$ cat src/sv/assert_macros.svh
// assertion macros shared by the led strip pulse encoder rtl
// no dependencies; included by files that carry concurrent assertions
`ifndef ASSERT_MACROS_SVH
`define ASSERT_MACROS_SVH

`ifndef SYNTH

`define ASSERT_IMPLY(label, clk, rst, ante, cons) \
   label: assert property (@(posedge clk) disable iff (rst) (ante) |-> (cons)) \
      else $error("assertion failed");

`define ASSERT_NEXT(label, clk, rst, ante, cons) \
   label: assert property (@(posedge clk) disable iff (rst) (ante) |=> (cons)) \
      else $error("assertion failed");

`else

`define ASSERT_IMPLY(label, clk, rst, ante, cons)

`define ASSERT_NEXT(label, clk, rst, ante, cons)

`endif

`endif

$ cat src/sv/lspe_pkg.sv
// types, constants and lookup tables of the led strip pulse encoder
// no dependencies; imported by every module of the block
package lspe_pkg;

   localparam int COLOR_W      = 8;
   localparam int HUE_W        = 16;
   localparam int HUE_MOD_W    = 9;
   localparam int TICKS_W      = 16;
   localparam int PERIODS_W    = 10;
   localparam int GRB_W        = 24;
   localparam int BIT_IDX_W    = 5;
   localparam int CSR_INDEX_W  = 2;
   localparam int SEG_W        = 3;
   localparam int REM_W        = 6;

   localparam int BITS_PER_LED = 24;
   localparam int HUE_RANGE    = 360;
   localparam int SEG_DEG      = 60;
   localparam int SEG_COUNT    = 6;
   localparam int COLOR_MAX    = 255;
   localparam int HUE_LO_SPAN  = 256;

   localparam logic [BIT_IDX_W-1:0] LAST_BIT_IDX = BIT_IDX_W'(BITS_PER_LED - 1);

   // register indexes of the configuration port
   localparam logic [CSR_INDEX_W-1:0] CSR_ONE_HIGH      = 2'd0;
   localparam logic [CSR_INDEX_W-1:0] CSR_ZERO_HIGH     = 2'd1;
   localparam logic [CSR_INDEX_W-1:0] CSR_RESET_PERIODS = 2'd2;

   localparam logic [TICKS_W-1:0]   ONE_HIGH_RESET      = 16'd150;
   localparam logic [TICKS_W-1:0]   ZERO_HIGH_RESET     = 16'd75;
   localparam logic [PERIODS_W-1:0] RESET_PERIODS_RESET = 10'd50;

   typedef struct packed {
      logic                 mode;
      logic [COLOR_W-1:0]   red;
      logic [COLOR_W-1:0]   green;
      logic [COLOR_W-1:0]   blue;
      logic [HUE_W-1:0]     hue;
      logic                 frame_last;
   } req_type;

   typedef struct packed {
      logic [TICKS_W-1:0]   compare_value;
      logic [PERIODS_W-1:0] low_period_count;
      logic                 is_reset;
      logic                 run_last;
   } rsp_type;

   // request after the hue has been folded below 360
   typedef struct packed {
      logic                 mode;
      logic [COLOR_W-1:0]   red;
      logic [COLOR_W-1:0]   green;
      logic [COLOR_W-1:0]   blue;
      logic [HUE_MOD_W-1:0] hue_mod;
      logic                 frame_last;
   } stage_type;

   typedef struct packed {
      logic [TICKS_W-1:0]   one_high_ticks;
      logic [TICKS_W-1:0]   zero_high_ticks;
      logic [PERIODS_W-1:0] reset_periods;
   } cfg_type;

   // (hi * 256) mod 360 for the upper hue byte
   typedef logic [HUE_MOD_W-1:0] hue_fold_tab_type [HUE_LO_SPAN];

   function automatic hue_fold_tab_type build_hue_fold();
      hue_fold_tab_type t;
      for (int i = 0; i < HUE_LO_SPAN; i++) begin
         t[i] = HUE_MOD_W'((i * HUE_LO_SPAN) % HUE_RANGE);
      end
      return t;
   endfunction

   localparam hue_fold_tab_type HUE_FOLD = build_hue_fold();

   // floor(255 * k / 60) for k = 0..60
   typedef logic [COLOR_W-1:0] ramp_tab_type [SEG_DEG + 1];

   function automatic ramp_tab_type build_ramp();
      ramp_tab_type t;
      for (int k = 0; k <= SEG_DEG; k++) begin
         t[k] = COLOR_W'((COLOR_MAX * k) / SEG_DEG);
      end
      return t;
   endfunction

   localparam ramp_tab_type RAMP = build_ramp();

endpackage

$ cat src/sv/lspe_hue_stage.sv
// input register and hue fold stage of the led strip pulse encoder
// depends on lspe_pkg
module lspe_hue_stage (
   input  logic                clock,
   input  logic                reset,
   input  logic                in_valid,
   output logic                in_ready,
   input  lspe_pkg::req_type   in_data,
   output logic                out_valid,
   input  logic                out_ready,
   output lspe_pkg::stage_type out_data
);
   import lspe_pkg::*;

   logic      a_vld_ff, a_vld_in;
   req_type   a_ff, a_in;
   logic      b_vld_ff, b_vld_in;
   stage_type b_ff, b_in;

   logic                 b_take;
   logic [HUE_MOD_W:0]   fold_sum;
   logic [HUE_MOD_W-1:0] hue_mod;

   assign b_take   = a_vld_ff && (!b_vld_ff || out_ready);
   assign in_ready = !a_vld_ff || b_take;

   // hue = hi*256 + lo, hi*256 folded by table, then one correction
   always_comb begin
      fold_sum = {1'b0, HUE_FOLD[a_ff.hue[HUE_W-1:COLOR_W]]}
               + (HUE_MOD_W + 1)'(a_ff.hue[COLOR_W-1:0]);
      if (fold_sum >= (HUE_MOD_W + 1)'(HUE_RANGE)) begin
         hue_mod = HUE_MOD_W'(fold_sum - (HUE_MOD_W + 1)'(HUE_RANGE));
      end else begin
         hue_mod = HUE_MOD_W'(fold_sum);
      end
   end

   always_comb begin
      a_vld_in = a_vld_ff;
      a_in     = a_ff;
      if (in_valid && in_ready) begin
         a_vld_in = 1'b1;
         a_in     = in_data;
      end else if (b_take) begin
         a_vld_in = 1'b0;
      end

      b_vld_in = b_vld_ff;
      b_in     = b_ff;
      if (b_take) begin
         b_vld_in           = 1'b1;
         b_in.mode          = a_ff.mode;
         b_in.red           = a_ff.red;
         b_in.green         = a_ff.green;
         b_in.blue          = a_ff.blue;
         b_in.hue_mod       = hue_mod;
         b_in.frame_last    = a_ff.frame_last;
      end else if (out_ready) begin
         b_vld_in = 1'b0;
      end
   end

   always_ff @(posedge clock) begin
      if (reset) begin
         a_vld_ff <= 1'b0;
         b_vld_ff <= 1'b0;
      end else begin
         a_vld_ff <= a_vld_in;
         b_vld_ff <= b_vld_in;
      end
   end

   always_ff @(posedge clock) begin
      a_ff <= a_in;
      b_ff <= b_in;
   end

   assign out_valid = b_vld_ff;
   assign out_data  = b_ff;

endmodule

$ cat src/sv/lspe_color.sv
// color selection: hue segment and ramps, packed into a grb word
// depends on lspe_pkg
module lspe_color (
   input  lspe_pkg::stage_type          in_data,
   output logic [lspe_pkg::GRB_W-1:0]   grb
);
   import lspe_pkg::*;

   localparam logic [SEG_W-1:0] SEG_R_TO_Y = 3'd0;
   localparam logic [SEG_W-1:0] SEG_Y_TO_G = 3'd1;
   localparam logic [SEG_W-1:0] SEG_G_TO_C = 3'd2;
   localparam logic [SEG_W-1:0] SEG_C_TO_B = 3'd3;
   localparam logic [SEG_W-1:0] SEG_B_TO_M = 3'd4;

   localparam logic [COLOR_W-1:0] FULL = COLOR_W'(COLOR_MAX);
   localparam logic [COLOR_W-1:0] OFF  = '0;

   logic [SEG_W-1:0]     seg;
   logic [HUE_MOD_W-1:0] seg_base;
   logic [REM_W-1:0]     rem;
   logic [COLOR_W-1:0]   up;
   logic [COLOR_W-1:0]   down;
   logic [COLOR_W-1:0]   r;
   logic [COLOR_W-1:0]   g;
   logic [COLOR_W-1:0]   b;

   always_comb begin
      seg      = '0;
      seg_base = '0;
      for (int j = 1; j < SEG_COUNT; j++) begin
         if (in_data.hue_mod >= HUE_MOD_W'(j * SEG_DEG)) begin
            seg      = SEG_W'(j);
            seg_base = HUE_MOD_W'(j * SEG_DEG);
         end
      end
      rem  = REM_W'(in_data.hue_mod - seg_base);
      up   = RAMP[rem];
      down = RAMP[REM_W'(SEG_DEG) - rem];
   end

   always_comb begin
      if (in_data.mode) begin
         unique case (seg)
            SEG_R_TO_Y: begin r = FULL; g = up;   b = OFF;  end
            SEG_Y_TO_G: begin r = down; g = FULL; b = OFF;  end
            SEG_G_TO_C: begin r = OFF;  g = FULL; b = up;   end
            SEG_C_TO_B: begin r = OFF;  g = down; b = FULL; end
            SEG_B_TO_M: begin r = up;   g = OFF;  b = FULL; end
            default:    begin r = FULL; g = OFF;  b = down; end
         endcase
      end else begin
         r = in_data.red;
         g = in_data.green;
         b = in_data.blue;
      end
      grb = {g, r, b};
   end

endmodule

$ cat src/sv/lspe_serializer.sv
// bit serializer and result register: one pulse result per cycle unless rsp
// stalls, latch reset result after a last led; depends on lspe_pkg, lspe_color
module lspe_serializer (
   input  logic                clock,
   input  logic                reset,
   input  lspe_pkg::cfg_type   cfg,
   input  logic                in_valid,
   output logic                in_ready,
   input  lspe_pkg::stage_type in_data,
   output logic                rsp_valid,
   input  logic                rsp_ready,
   output lspe_pkg::rsp_type   rsp_data
);
   import lspe_pkg::*;

   logic [GRB_W-1:0] grb;

   logic                 c_vld_ff, c_vld_in;
   logic [GRB_W-1:0]     word_ff, word_in;
   logic [BIT_IDX_W-1:0] idx_ff, idx_in;
   logic                 last_ff, last_in;
   logic                 rst_phase_ff, rst_phase_in;

   logic    rsp_vld_ff, rsp_vld_in;
   rsp_type rsp_ff, rsp_in;

   logic    out_free;
   logic    emit;
   logic    done;
   rsp_type cur;

   lspe_color u_color (
      .in_data (in_data),
      .grb     (grb)
   );

   assign out_free = !rsp_vld_ff || rsp_ready;
   assign emit     = c_vld_ff && out_free;
   assign done     = emit && (rst_phase_ff || (idx_ff == '0 && !last_ff));
   assign in_ready = !c_vld_ff || done;

   always_comb begin
      if (rst_phase_ff) begin
         cur.compare_value    = '0;
         cur.low_period_count = cfg.reset_periods;
         cur.is_reset         = 1'b1;
         cur.run_last         = 1'b1;
      end else begin
         cur.compare_value    = word_ff[GRB_W-1] ? cfg.one_high_ticks
                                                 : cfg.zero_high_ticks;
         cur.low_period_count = '0;
         cur.is_reset         = 1'b0;
         cur.run_last         = (idx_ff == '0) && !last_ff;
      end
   end

   always_comb begin
      c_vld_in     = c_vld_ff;
      word_in      = word_ff;
      idx_in       = idx_ff;
      last_in      = last_ff;
      rst_phase_in = rst_phase_ff;
      if (in_valid && in_ready) begin
         c_vld_in     = 1'b1;
         word_in      = grb;
         idx_in       = LAST_BIT_IDX;
         last_in      = in_data.frame_last;
         rst_phase_in = 1'b0;
      end else if (done) begin
         c_vld_in = 1'b0;
      end else if (emit) begin
         // after bit zero of a frame's last led comes the reset result
         if (idx_ff == '0) begin
            rst_phase_in = 1'b1;
         end else begin
            word_in = {word_ff[GRB_W-2:0], 1'b0};
            idx_in  = idx_ff - 1'b1;
         end
      end

      rsp_vld_in = rsp_vld_ff;
      rsp_in     = rsp_ff;
      if (out_free) begin
         rsp_vld_in = c_vld_ff;
         rsp_in     = cur;
      end
   end

   always_ff @(posedge clock) begin
      if (reset) begin
         c_vld_ff   <= 1'b0;
         rsp_vld_ff <= 1'b0;
      end else begin
         c_vld_ff   <= c_vld_in;
         rsp_vld_ff <= rsp_vld_in;
      end
   end

   always_ff @(posedge clock) begin
      word_ff      <= word_in;
      idx_ff       <= idx_in;
      last_ff      <= last_in;
      rst_phase_ff <= rst_phase_in;
      rsp_ff       <= rsp_in;
   end

   assign rsp_valid = rsp_vld_ff;
   assign rsp_data  = rsp_ff;

endmodule

$ cat src/sv/led_strip_pulse_encoder.sv
// top level of the led strip pulse encoder: control registers and stage wiring
// depends on lspe_pkg, lspe_hue_stage, lspe_serializer, assert_macros.svh
//
//   channel | handshake            | payload
//   --------+----------------------+-------------------------------
//   req     | req_valid/req_ready  | req_data: mode, rgb, hue, last
//   rsp     | rsp_valid/rsp_ready  | rsp_data: compare, count, flags
//   csr     | csr_valid/csr_ready  | csr_index, csr_data
//
// one result per cycle unless rsp stalls: 24 results per led, plus the reset
// result when frame_last is set, from the serializer's bit counter; requests
// overlap so the next led starts on the cycle after the previous one ends.
// a request passes the input, hue fold, serializer word and result registers.
// reset is synchronous and restores 150 / 75 / 50; a stalled rsp holds the
// whole pipe, csr writes are taken every cycle.
`include "assert_macros.svh"

module led_strip_pulse_encoder (
   input  logic                                 clock,
   input  logic                                 reset,
   input  logic                                 req_valid,
   output logic                                 req_ready,
   input  lspe_pkg::req_type                    req_data,
   output logic                                 rsp_valid,
   input  logic                                 rsp_ready,
   output lspe_pkg::rsp_type                    rsp_data,
   input  logic                                 csr_valid,
   output logic                                 csr_ready,
   input  logic [lspe_pkg::CSR_INDEX_W-1:0]     csr_index,
   input  logic [lspe_pkg::TICKS_W-1:0]         csr_data
);
   import lspe_pkg::*;

   cfg_type   cfg_ff, cfg_in;
   logic      ser_valid;
   logic      ser_ready;
   stage_type ser_data;

   assign csr_ready = 1'b1;

   always_comb begin
      cfg_in = cfg_ff;
      if (csr_valid) begin
         unique case (csr_index)
            CSR_ONE_HIGH:      cfg_in.one_high_ticks  = csr_data;
            CSR_ZERO_HIGH:     cfg_in.zero_high_ticks = csr_data;
            CSR_RESET_PERIODS: cfg_in.reset_periods   = csr_data[PERIODS_W-1:0];
            default:           cfg_in = cfg_ff;
         endcase
      end
   end

   always_ff @(posedge clock) begin
      if (reset) begin
         cfg_ff.one_high_ticks  <= ONE_HIGH_RESET;
         cfg_ff.zero_high_ticks <= ZERO_HIGH_RESET;
         cfg_ff.reset_periods   <= RESET_PERIODS_RESET;
      end else begin
         cfg_ff <= cfg_in;
      end
   end

   lspe_hue_stage u_hue_stage (
      .clock     (clock),
      .reset     (reset),
      .in_valid  (req_valid),
      .in_ready  (req_ready),
      .in_data   (req_data),
      .out_valid (ser_valid),
      .out_ready (ser_ready),
      .out_data  (ser_data)
   );

   lspe_serializer u_serializer (
      .clock     (clock),
      .reset     (reset),
      .cfg       (cfg_ff),
      .in_valid  (ser_valid),
      .in_ready  (ser_ready),
      .in_data   (ser_data),
      .rsp_valid (rsp_valid),
      .rsp_ready (rsp_ready),
      .rsp_data  (rsp_data)
   );

   // the reset result always closes its run and drives no high time
   `ASSERT_IMPLY(a_reset_result_form, clock, reset, rsp_valid && rsp_data.is_reset, rsp_data.run_last && rsp_data.compare_value == '0)
   // data bits always carry a zero period count
   `ASSERT_IMPLY(a_data_no_count, clock, reset, rsp_valid && !rsp_data.is_reset, rsp_data.low_period_count == '0)
   // within one led's run the results come without gaps
   `ASSERT_NEXT(a_run_no_gap, clock, reset, rsp_valid && rsp_ready && !rsp_data.run_last, rsp_valid)

endmodule
$ cat config.mk
export PLATFORM = sky130hd
export DESIGN_NAME = led_strip_pulse_encoder
export DESIGN_NICKNAME = d
export VERILOG_FILES = /design/src/sv/lspe_pkg.sv /design/src/sv/lspe_hue_stage.sv /design/src/sv/lspe_color.sv /design/src/sv/lspe_serializer.sv /design/src/sv/led_strip_pulse_encoder.sv
export VERILOG_INCLUDE_DIRS = /design/src /design/src/sv
export SDC_FILE = /design/constraint.sdc
export NUM_CORES = 1
export LEC_CHECK = 0
export BUFFER_PORTS_ARGS = -buffer_cell sky130_fd_sc_hd__buf_2
export CORE_ASPECT_RATIO = 0.75
export CORE_MARGIN = 4
export CORE_UTILIZATION = 35
export DETAILED_ROUTE_END_ITERATION = 6
export GPL_ROUTABILITY_DRIVEN = 0
export SYNTH_ARGS = -nofsm -noshare
export SYNTH_HDL_FRONTEND = slang
export SYNTH_SLANG_ARGS = --single-unit
$ cat constraint.sdc
create_clock -name clock -period 5.1 [get_ports clock]
set_clock_uncertainty 0.1 [all_clocks]
set_input_delay 1.02 -clock clock [delete_from_list [all_inputs] [get_ports clock]]
set_output_delay 1.02 -clock clock [all_outputs]
set_load 0.05 [all_outputs]
Word level (Yosys, flattened, before mapping)
Memories as Yosys holds them, arrays and structs flattened.
Cells that the tools add are included.
{ "op_classes": {"n_addsub": 5, "n_mul": 0, "div_mod_pow": 0, "order_cmp": 9, "n_eq_ne": 8, "shift": 0, "n_mux": 35, "bitwise_logic": 5, "n_reduce_logical": 33} }
{ "op_table": {"columns": ["cell", "n"], "rows": [
  ["$mux 24", 4],
  ["$pmux 8 s3", 3],
  ["$mux 8", 7],
  ["$mux 6", 5],
  ["$mux 9", 3],
  ["$ge 9x8->1 const B", 2],
  ["$ge 9x9->1 const B", 2],
  ["$mux 16", 1],
  ["$ge 7x7->1 const B", 2],
  ["$not 6->7", 2],
  ["$mux 3", 4],
  ["$add 9x8->10", 1],
  ["$ge 10x9->1 const B", 1],
  ["$ge 9x6->1 const B", 1],
  ["$ge 9x7->1 const B", 1],
  ["$not 8->9", 1],
  ["$reduce_and 3->1", 3],
  ["$sub 9x9->9 const B", 1],
  ["$reduce_bool 2->1", 4],
  ["$reduce_or 2->1", 4],
  ["$mux 1", 7],
  ["$eq 3x2->1 const B", 2],
  ["$logic_and 1x1->1", 6],
  ["$reduce_and 2->1", 3],
  ["15 further kinds", 25]
]} }
{ "totals": {"ff_bits": 182, "latch_bits": 0, "mem_bits_rw": 0, "rom_bits": 3328, "out_inout_bits": 31, "wordCells": 125, "mem_count": 3} }
{ "memory_table": {"columns": ["memory", "depth", "width", "rd", "rd_clocked_by_memory_dff", "write_ports", "line", "rtl"], "rows": [
  ["(name not given)", 256, 9, 1, 0, 0, "lspe_hue_stage.sv:29", "fold_sum = {1'b0, HUE_FOLD[a_ff.hue[HUE_W-1:COLOR_W]]}"],
  ["(name not given)", 64, 8, 1, 0, 0, "lspe_color.sv:38", "down = RAMP[REM_W'(SEG_DEG) - rem];"],
  ["(name not given)", 64, 8, 1, 0, 0, "lspe_color.sv:37", "up = RAMP[rem];"]
]} }

Depth between registers and ports, before layout
Gate-level depths: netlist of the first run.
{ "logic_depth": {"word_depth": 15, "depth_mapped": 20, "mapped_depth_nobuf": 19} }

Hierarchy
From an unflattened synthesis of the first run, not the netlist that was laid out.
{ "unflattened": {"cells_unflattened": 1143, "area_unflattened_um2": 11380.9} }
{ "by_module_without_submodules": {"columns": ["module", "n_inst", "cells_each", "area_each_um2", "seq_area_each_um2"], "rows": [
  ["lspe_hue_stage", 1, 529, 5262.5, 2352.3],
  ["lspe_serializer", 1, 173, 2671.3, 1751.7],
  ["led_strip_pulse_encoder", 1, 168, 1731.7, 840.8],
  ["lspe_color", 1, 273, 1715.4, 0.0]
]} }

Worst setup path after synthesis of the first run
Ideal clock, no wire load.
{ "synth_timing": {"path_kind": "flip-flop to flip-flop", "start": "reg u_hue_stage.a_ff[10] in the netlist's numbering", "end": "reg u_hue_stage.b_ff, in the netlist u_hue_stage.out_data[8], data pin", "setup_ns": 0.268, "arrival_time_ns": 4.470, "t_required_ns": 4.732, "path_slack_ns": 0.261, "stages_incl_launch_ff": 20, "path_buffers": 1, "path_cell_list": "edfxtp_1 > inv_1 > ha_1 > or2_2 > clkbuf_1 > o21ai_0 > o21ai_0 > mux4_2 > inv_1 > mux4_2 > ha_1 > inv_1 > fa_1 > nor2b_1 > o21ai_0 > a21boi_1 > a2bb2oi_1 > o21ai_0 > mux2i_4 > o211ai_1"} }
{ "synth_between": {"elab_chain_cells": 7, "word_cells_on_any_way": 8, "classes_between": "2 x add/sub; 1 x order compare; 3 x mux; 1 x bitwise; 1 x memory"} }
{ "synth_lines": {"columns": ["element", "line", "rtl"], "rows": [
  ["from (decl)", "lspe_hue_stage.sv:16", "req_type a_ff, a_in;"],
  ["from (signal assigned)", "lspe_hue_stage.sv:74", "a_ff <= a_in;"],
  ["$not 8->9 (not written as such) (*)", "lspe_hue_stage.sv:29", null],
  ["$mem_v2 256x9 (*)", null, null],
  ["$mux 9 (not written as such) (*) (2 in a row)", "lspe_hue_stage.sv:29", null],
  ["$add 9x8->10 (*)", "lspe_hue_stage.sv:30", "+ (HUE_MOD_W + 1)'(a_ff.hue[COLOR_W-1:0]);"],
  ["$sub 9x9->9 or $ge 10x9->1 (tied branches)", "lspe_hue_stage.sv:32, lspe_hue_stage.sv:31", null],
  ["$mux 9 (*)", "lspe_hue_stage.sv:31", "if (fold_sum >= (HUE_MOD_W + 1)'(HUE_RANGE)) begin"],
  ["via u_hue_stage.hue_mod[7]", "lspe_hue_stage.sv:22", "logic [HUE_MOD_W-1:0] hue_mod;"],
  ["to (signal assigned)", "lspe_hue_stage.sv:75", "b_ff <= b_in;"],
  ["to (decl)", "lspe_hue_stage.sv:18", "stage_type b_ff, b_in;"]
]} }
The timed path passes the listed nets; every way through them passes the cells marked *. The select of a mux whose other input is x is not followed.
A chain may end at the register's enable or synchronous reset.

Final worst setup path of the first run
Ends and elaborated chain as after synthesis.

==> out/qor.csv, run 1 <==
metric,value,unit
endpoints failing setup,0,
Routed Antenna Nets,0,
global route overflow,0,
critical path type,reg -> reg,
crit path time final,4.73,ns
via count,8946,
crit start category,flip-flop,
Peak VDD IR,236,uV
initial antenna violation count,1,
setup tns final,0,ns
top_reg_cell synth,edfxtp_1,
"Arr. time, crit path",4.81,ns
Max H-tree Level,4,
syn_area_per_cell,9.48,sq um
register area share after synthesis,46.6,%
outcome,completed,
max-slew violation count,0,
LEAKAGE,4.75,nW
HP Class,reg -> reg,
CTS buffer count,17,
gr usage total,16.8,%
# Max-Cap Violations,0,
"Distinct cells, synth",83,
Post-synth EDFFs,130,
Port Buffers,94,
post-CTS setup buffer count,0,
Wirelength per Cell,17.9,um
Mapped Area,0.0106,sq mm
#FFs+latches synth,182,
Max clock buf depth,2,
setup repair after global routing missed its margin,no,
Hold Crit Depth,0,
DP Wirelength,20.0,mm
Place WS,0.275,ns
Ports,96,
syn nets,1217,
Worst setup EP type,flip-flop,
Final nets,1283,
drc violations,0,
Clock Sinks,182,
layout cells sized above 1,16.6,%
Core Region,0.0295,sq mm
R2R depth,18,
Die Width,209,um
number of vias per cell,5.62,
Highest Clock Rate,212,MHz
row cnt,54,
diodes inserted,0,
Final WS setup,0.373,ns
clock transition at the registers of the reported paths,0.07,ns
Synthesis Warnings,0,
die area,0.0332,sq mm
Synth async-reset ratio,0,%
Gate Count Post-Synth,1120,
WHS,0.316,ns
Pre-Repair DR Iteration Count,6,
fin crit share,92.7,%
Least-Margin Pin Slew,1.12,ns
Pwr Total,0.00467,W
first-pass GRT wire length,45.3,mm
Slew headroom,25.4,%
Root Buffer,clkbuf_16,
WL final,28.5,mm
placed cell areas,0.0115,sq mm
Post-Layout Inst Area,0.0122,sq mm
vias in the first global route,8204,
CTS tree,yes,
Die H,159,um
worst skew pair latency,0.44,ns
endpoints failing hold,0,
Layout Area Growth over Synthesis,14.4,%
largest net degree at the start of global routing,93,
critical path data required time,5.18,ns
Pwr Density,385,mW/mm^2
Initial Util,36.0,%
Iter 0 DRT Violations,915,
CP max FO,19,
cells in the final DEF (no fill, tap or decap), types with 9 or more instances in the layout:
cell type	synthesis	layout
o31ai_1	9	9
a211oi_1	24	24
o21ai_0	68	67
edfxtp_1	130	130
a21oi_1	113	112
dfxtp_1	52	52
buf_2	27	94
nand2b_1	20	20
mux2i_1	26	26
inv_1	37	37
and3_1	11	11
xnor2_1	10	10
buf_4	5	30
a21o_1	12	12
nor3_1	25	25
nand3b_1	16	16
ha_1	30	30
nor2_1	73	73
and2_1	15	15
clkbuf_16	0	18
a31oi_1	14	13
nand2_1	166	166
nor2b_1	15	15
nand3_1	18	18
path summary, 6_finish.rpt:
path	from	end	slack (ns)
max	u_hue_stage.a_ff[10]	u_hue_stage.out_data[8]	0.37
min	u_hue_stage.a_ff[31]	u_hue_stage.out_data[24]	0.32
max reg2reg	u_hue_stage.a_ff[10]	u_hue_stage.out_data[8]	0.37
min reg2reg	u_hue_stage.a_ff[31]	u_hue_stage.out_data[24]	0.32
stage by stage:
step,cells,utilization (%)
2_1_floorplan,1120,-
3_3_place_gp,1559,39.1
3_5_place_dp,1559,39.1
4_1_cts,1591,41.2
5_1_grt,1591,41.3
6_report,1591,41.3
cells in the mapped netlist (4+ instances only):
library cell / count / share of area [%]
a22oi_1: 8 / 0.57
a21o_1: 12 / 0.85
a31oi_1: 14 / 0.82
o31ai_1: 9 / 0.64
and3_1: 11 / 0.65
nor3_1: 25 / 1.2
edfxtp_1: 130 / 37
clkbuf_1: 43 / 1.5
ha_1: 30 / 3.5
a211o_1: 4 / 0.33
a221oi_1: 7 / 0.58
dfxtp_1: 52 / 9.8
a211oi_1: 24 / 1.7
or2_2: 4 / 0.24
mux4_2: 8 / 1.7
nand3_1: 18 / 0.85
o21a_1: 7 / 0.49
nor2b_1: 15 / 0.88
and2_1: 15 / 0.88
nand3b_1: 16 / 1.1
o221ai_1: 4 / 0.33
mux2i_1: 26 / 2.5
o211ai_1: 8 / 0.57
xnor2_1: 10 / 0.82
o21ai_0: 68 / 3.2
buf_2: 27 / 1.3
o21ai_1: 7 / 0.33
nand2_1: 166 / 5.9
a21oi_1: 113 / 5.3
buf_1: 4 / 0.14
a311oi_1: 6 / 0.49
or3_1: 8 / 0.47
inv_1: 37 / 1.3
buf_4: 5 / 0.35
o311ai_0: 7 / 0.58
nand2b_1: 20 / 1.2
nor2_1: 73 / 2.6
metal layers:
metal / track usage [%] / up-vias / routed length, um
li1: - / 4264 / -
met1: 25.2 / 4255 / 13600
met2: 23.8 / 380 / 11800
met3: 4.34 / 45 / 2600
met4: 4.68 / 2 / 458
met5: 0 / - / 16
where the power goes:
group / total, W / switching, W / internal (W)
registers: 0.00178 / 0.0000768 / 0.00170
clock network: 0.00135 / 0.000660 / 0.000694
logic: 0.00154 / 0.000981 / 0.000561
area by class of cell:
class / count / area, sq um
Clock buffer: 18 / 450
Multi-Input combinational cell: 821 / 5220
Inverter: 38 / 143
Tap cell: 392 / 490
Timing Repair Buffer: 126 / 736
Clock inverter: 14 / 173
Sequential cell: 182 / 4940
Fill cell: 2914 / 17300
worst max-delay path: stages, from the launching register on:
cell and delay, ns:
edfxtp_1 0.39, buf_4 0.23, ha_1 0.31, nor2_1 0.23, a21oi_1 0.10, mux4_2 0.48
nand2_1 0.09, o311ai_1 0.10, mux4_2 0.50, ha_1 0.23, inv_1 0.07, fa_1 0.20
nor2b_1 0.05, o21ai_0 0.19, nor3b_1 0.34, a2bb2oi_2 0.28, o21ai_0 0.17, mux2i_4 0.25
o211ai_1 0.13
cells by family after synthesis:
family                     Yosys count  synth area share [%]
buffers and inverters              117                  4.63
other                                1                0.0353
adders and majority gates           32                  3.91
xor gates and xnor gates            14                  1.30
muxes                               41                  5.10
DFF                                182                  46.6
AOI/OAI and AO/OA                  342                  20.9
and+or+nand+nor                    391                  17.6
registers in the layout, indices dropped and copies added, names as in the netlist:
signal and count:
u_hue_stage.a_ff 42, u_hue_stage.out_data 35, u_serializer.rsp_data 28, u_serializer.c_vld_ff 1, u_hue_stage.out_valid 1, u_hue_stage.a_vld_ff 1, u_serializer.rst_phase_ff 1, u_serializer.last_ff 1
u_serializer.idx_ff 5, u_serializer.rsp_valid 1, cfg_ff 42, u_serializer.word_ff 24
timing repair:
action | 4_1_cts | 5_1_grt
hold buffers | 0 | 0
gates resized for setup | 0 | 4
hold endpoints to repair | 0 | 0
endpoints found under the setup margin | 0 | 5
No activity file was read; power rests on OpenSTA's default activity.
==> inputs of run 2 (changes only) <==
Settings changed: GPL_TIMING_DRIVEN set to 0, PLACE_DENSITY set to 0.66.
==> out/qor.csv, run 2 (synthesized netlist as in run 1, its figures left out) <==
metric,value,unit,change
met3 routed WL,3.25,mm,+25%
Combinational Power Share,34.4,%,+1.4 points
global route overflow,0,,unchanged
endpoints failing setup,0,,unchanged
initial antenna violation count,3,,+2
Layout Area Growth over Synthesis,16.7,%,
CTS tree,yes,,
"Arr. time, crit path",5.00,ns,+0.19 ns
vias in the first global route,8731,,+6.4%
Post-Layout Inst Area,0.0124,sq mm,+2.0%
Port Buffers,93,,-1.1%
WL final,31.3,mm,+10%
Core Region,0.0295,sq mm,unchanged
worst r2r src,u_hue_stage.a_ff[10],,
"most common cell after layout, fill and taps aside",nand2_1,,
DP Wirelength,22.8,mm,+14%
Iter 0 DRT Violations,1297,,+42%
highest routed layer,met4,,
Hold Buf Count CTS,0,,unchanged
worst skew pair latency,0.43,ns,about the same
crit path to,u_hue_stage.out_data[8],,
via count,9495,,+6.1%
outcome,finished with violations,,
Root Buffer,clkbuf_16,,
Least-Margin Pin Slew,1.20,ns,+0.0850 ns
LEAKAGE,4.84,nW,+2.0%
first-pass GRT wire length,48.6,mm,+7.3%
Wirelength per Cell,19.0,um,+6.0%
clock transition at the registers of the reported paths,0.07,ns,about the same
Initial Util,36.0,%,unchanged
CP Launch Point,u_hue_stage.a_ff[10],,
Final nets,1340,,+4.4%
max-slew violation count,0,,unchanged
number of vias per cell,5.75,,+2.3%
Int Pwr,0.00297,W,+0.51%
Max clock buf depth,2,,unchanged
critical path data required time,5.18,ns,about the same
CTS buffer count,17,,unchanged
crit start category,flip-flop,,
# Max-Cap Violations,0,,unchanged
endpoints failing hold,0,,unchanged
Worst path slowest cell,mux4_2,,
Routed Antenna Nets,0,,unchanged
fin crit share,96.6,%,+3.9 points
crit path time final,4.93,ns,+0.201 ns
CP cell instances,buf_4 -> ha_1 -> clkbuf_1 -> a21oi_1 -> a211oi_1 -> nor3_1 -> or3_1 -> mux4_2 -> ha_1 -> a21o_1 -> a211oi_1 -> nor2_1 -> a2bb2oi_4 -> o21ai_0 -> mux2i_4 -> o211ai_1,,
largest net degree at the start of global routing,31,,-67%
worst reg-to-reg setup slack,0.17,ns,-0.20 ns
Highest Clock Rate,203,MHz,-4.1%
most frequent cells in the layout,"nand2_1 (166), edfxtp_1 (130), buf_2 (121), a21oi_1 (112), nor2_1 (71)",,
layout cells sized above 1,17.8,%,+1.2 points
Clock Sinks,182,,unchanged
failing checks,DRC,,
CP max FO,10,,-9
Worst setup EP type,flip-flop,,
CP max stage delay,0.49,ns,about the same
Sw Pwr,0.00167,W,-3.0%
die area,0.0332,sq mm,unchanged
row cnt,54,,unchanged
Pwr Density,374,mW/mm^2,-2.7%
Reg power frac,37.8,%,-0.2 points
critical path type,reg -> reg,,
setup tns final,0,ns,unchanged
WHS,0.323,ns,+0.00678 ns
R2R depth,16,,-2
drc violations,2,,+2
Post-Layout Cell Count,1651,,+3.8%
placed cell areas,0.0117,sq mm,+1.4%
Peak VDD IR,232,uV,-1.5%
Die Width,209,um,unchanged
gr usage total,18.1,%,+1.3 points
Pre-Repair DR Iteration Count,7,,+1
Die H,159,um,unchanged
HP Class,reg -> reg,,
Clk pwr share,27.8,%,-1.2 points
Hold Crit Depth,0,,unchanged
placed cell count,1608,,+3.1%
WL met2,13.6,mm,+14%
Ports,96,,unchanged
switching share of total power,35.9,%,-0.82 points
Worst R2R End,u_hue_stage.out_data[8],,
M1 wire length,13.8,mm,+1.4%
Slew headroom,19.8,%,-5.6 points
Max H-tree Level,4,,unchanged
## run 2: worst max-delay path: cells and delay by family (launching register included)
family	cells	cell delay, ns
AO/OA/AOI/OAI	7	1.48
multiplexers	2	0.75
buffers and inverters	2	0.73
AND/OR/NAND/NOR	3	0.66
adder cells (fa/ha/maj)	2	0.51
flip-flops	1	0.44
## run 2: power groups by stage
stage	Sequential, W	Clock [W]	Combinational, W
3_3_place_gp	0.00179	0	0.00148
6_report	0.00175	0.00129	0.00160
4_1_cts	0.00175	0.00132	0.00152
2_1_floorplan	0.00182	0	0.00106
5_1_grt	0.00176	0.00138	0.00173
3_5_place_dp	0.00179	0	0.00150
## run 2: worst min-delay path by stage
stage                                     from                       end  slack [ns]
after floorplan            u_hue_stage.a_ff[0]   u_hue_stage.out_data[0]        0.30
after global placement    u_hue_stage.a_ff[26]  u_hue_stage.out_data[19]        0.30
after detailed placement  u_hue_stage.a_ff[32]  u_hue_stage.out_data[25]        0.30
after CTS                 u_hue_stage.a_ff[38]  u_hue_stage.out_data[31]        0.32
after global routing      u_hue_stage.a_ff[30]  u_hue_stage.out_data[23]        0.33
final                     u_hue_stage.a_ff[32]  u_hue_stage.out_data[25]        0.32
## run 2: stage by stage
stage	total power (W)	utilization [%]	worst slack, ns
3_3_place_gp	0.00327	39.3	-0.720
3_5_place_dp	0.00329	39.7	-0.757
4_1_cts	0.00460	41.7	0.0250
5_1_grt	0.00487	42.1	-0.000546
2_1_floorplan	0.00289	-	0.261
6_report	0.00464	42.1	0.172
## run 2: layout make-up
class	count	area (sq um)
Antenna cell	3	7.51
Buffer	77	347
Clock buffer	22	497
Clock inverter	10	77.6
Fill cell	2920	17100
Inverter	38	150
Multi-Input combinational cell	821	5260
Sequential cell	182	4940
Tap cell	392	490
Timing Repair Buffer	106	623
## run 2: timing repair
| item | in CTS | in global routing |
|---|---|---|
| buffers inserted | 2 | 8 |
| endpoints found under the hold margin | 0 | 0 |
| pin swaps | 0 | 1 |
| resized for setup | 5 | 15 |
| endpoints found under the setup margin | 6 | 6 |
## run 2: metal layers
layer	up-vias	GRT usage, %
met4	0	6.08
met3	99	5.31
met5	-	0
met1	4485	26.4
li1	4371	-
met2	540	25.7
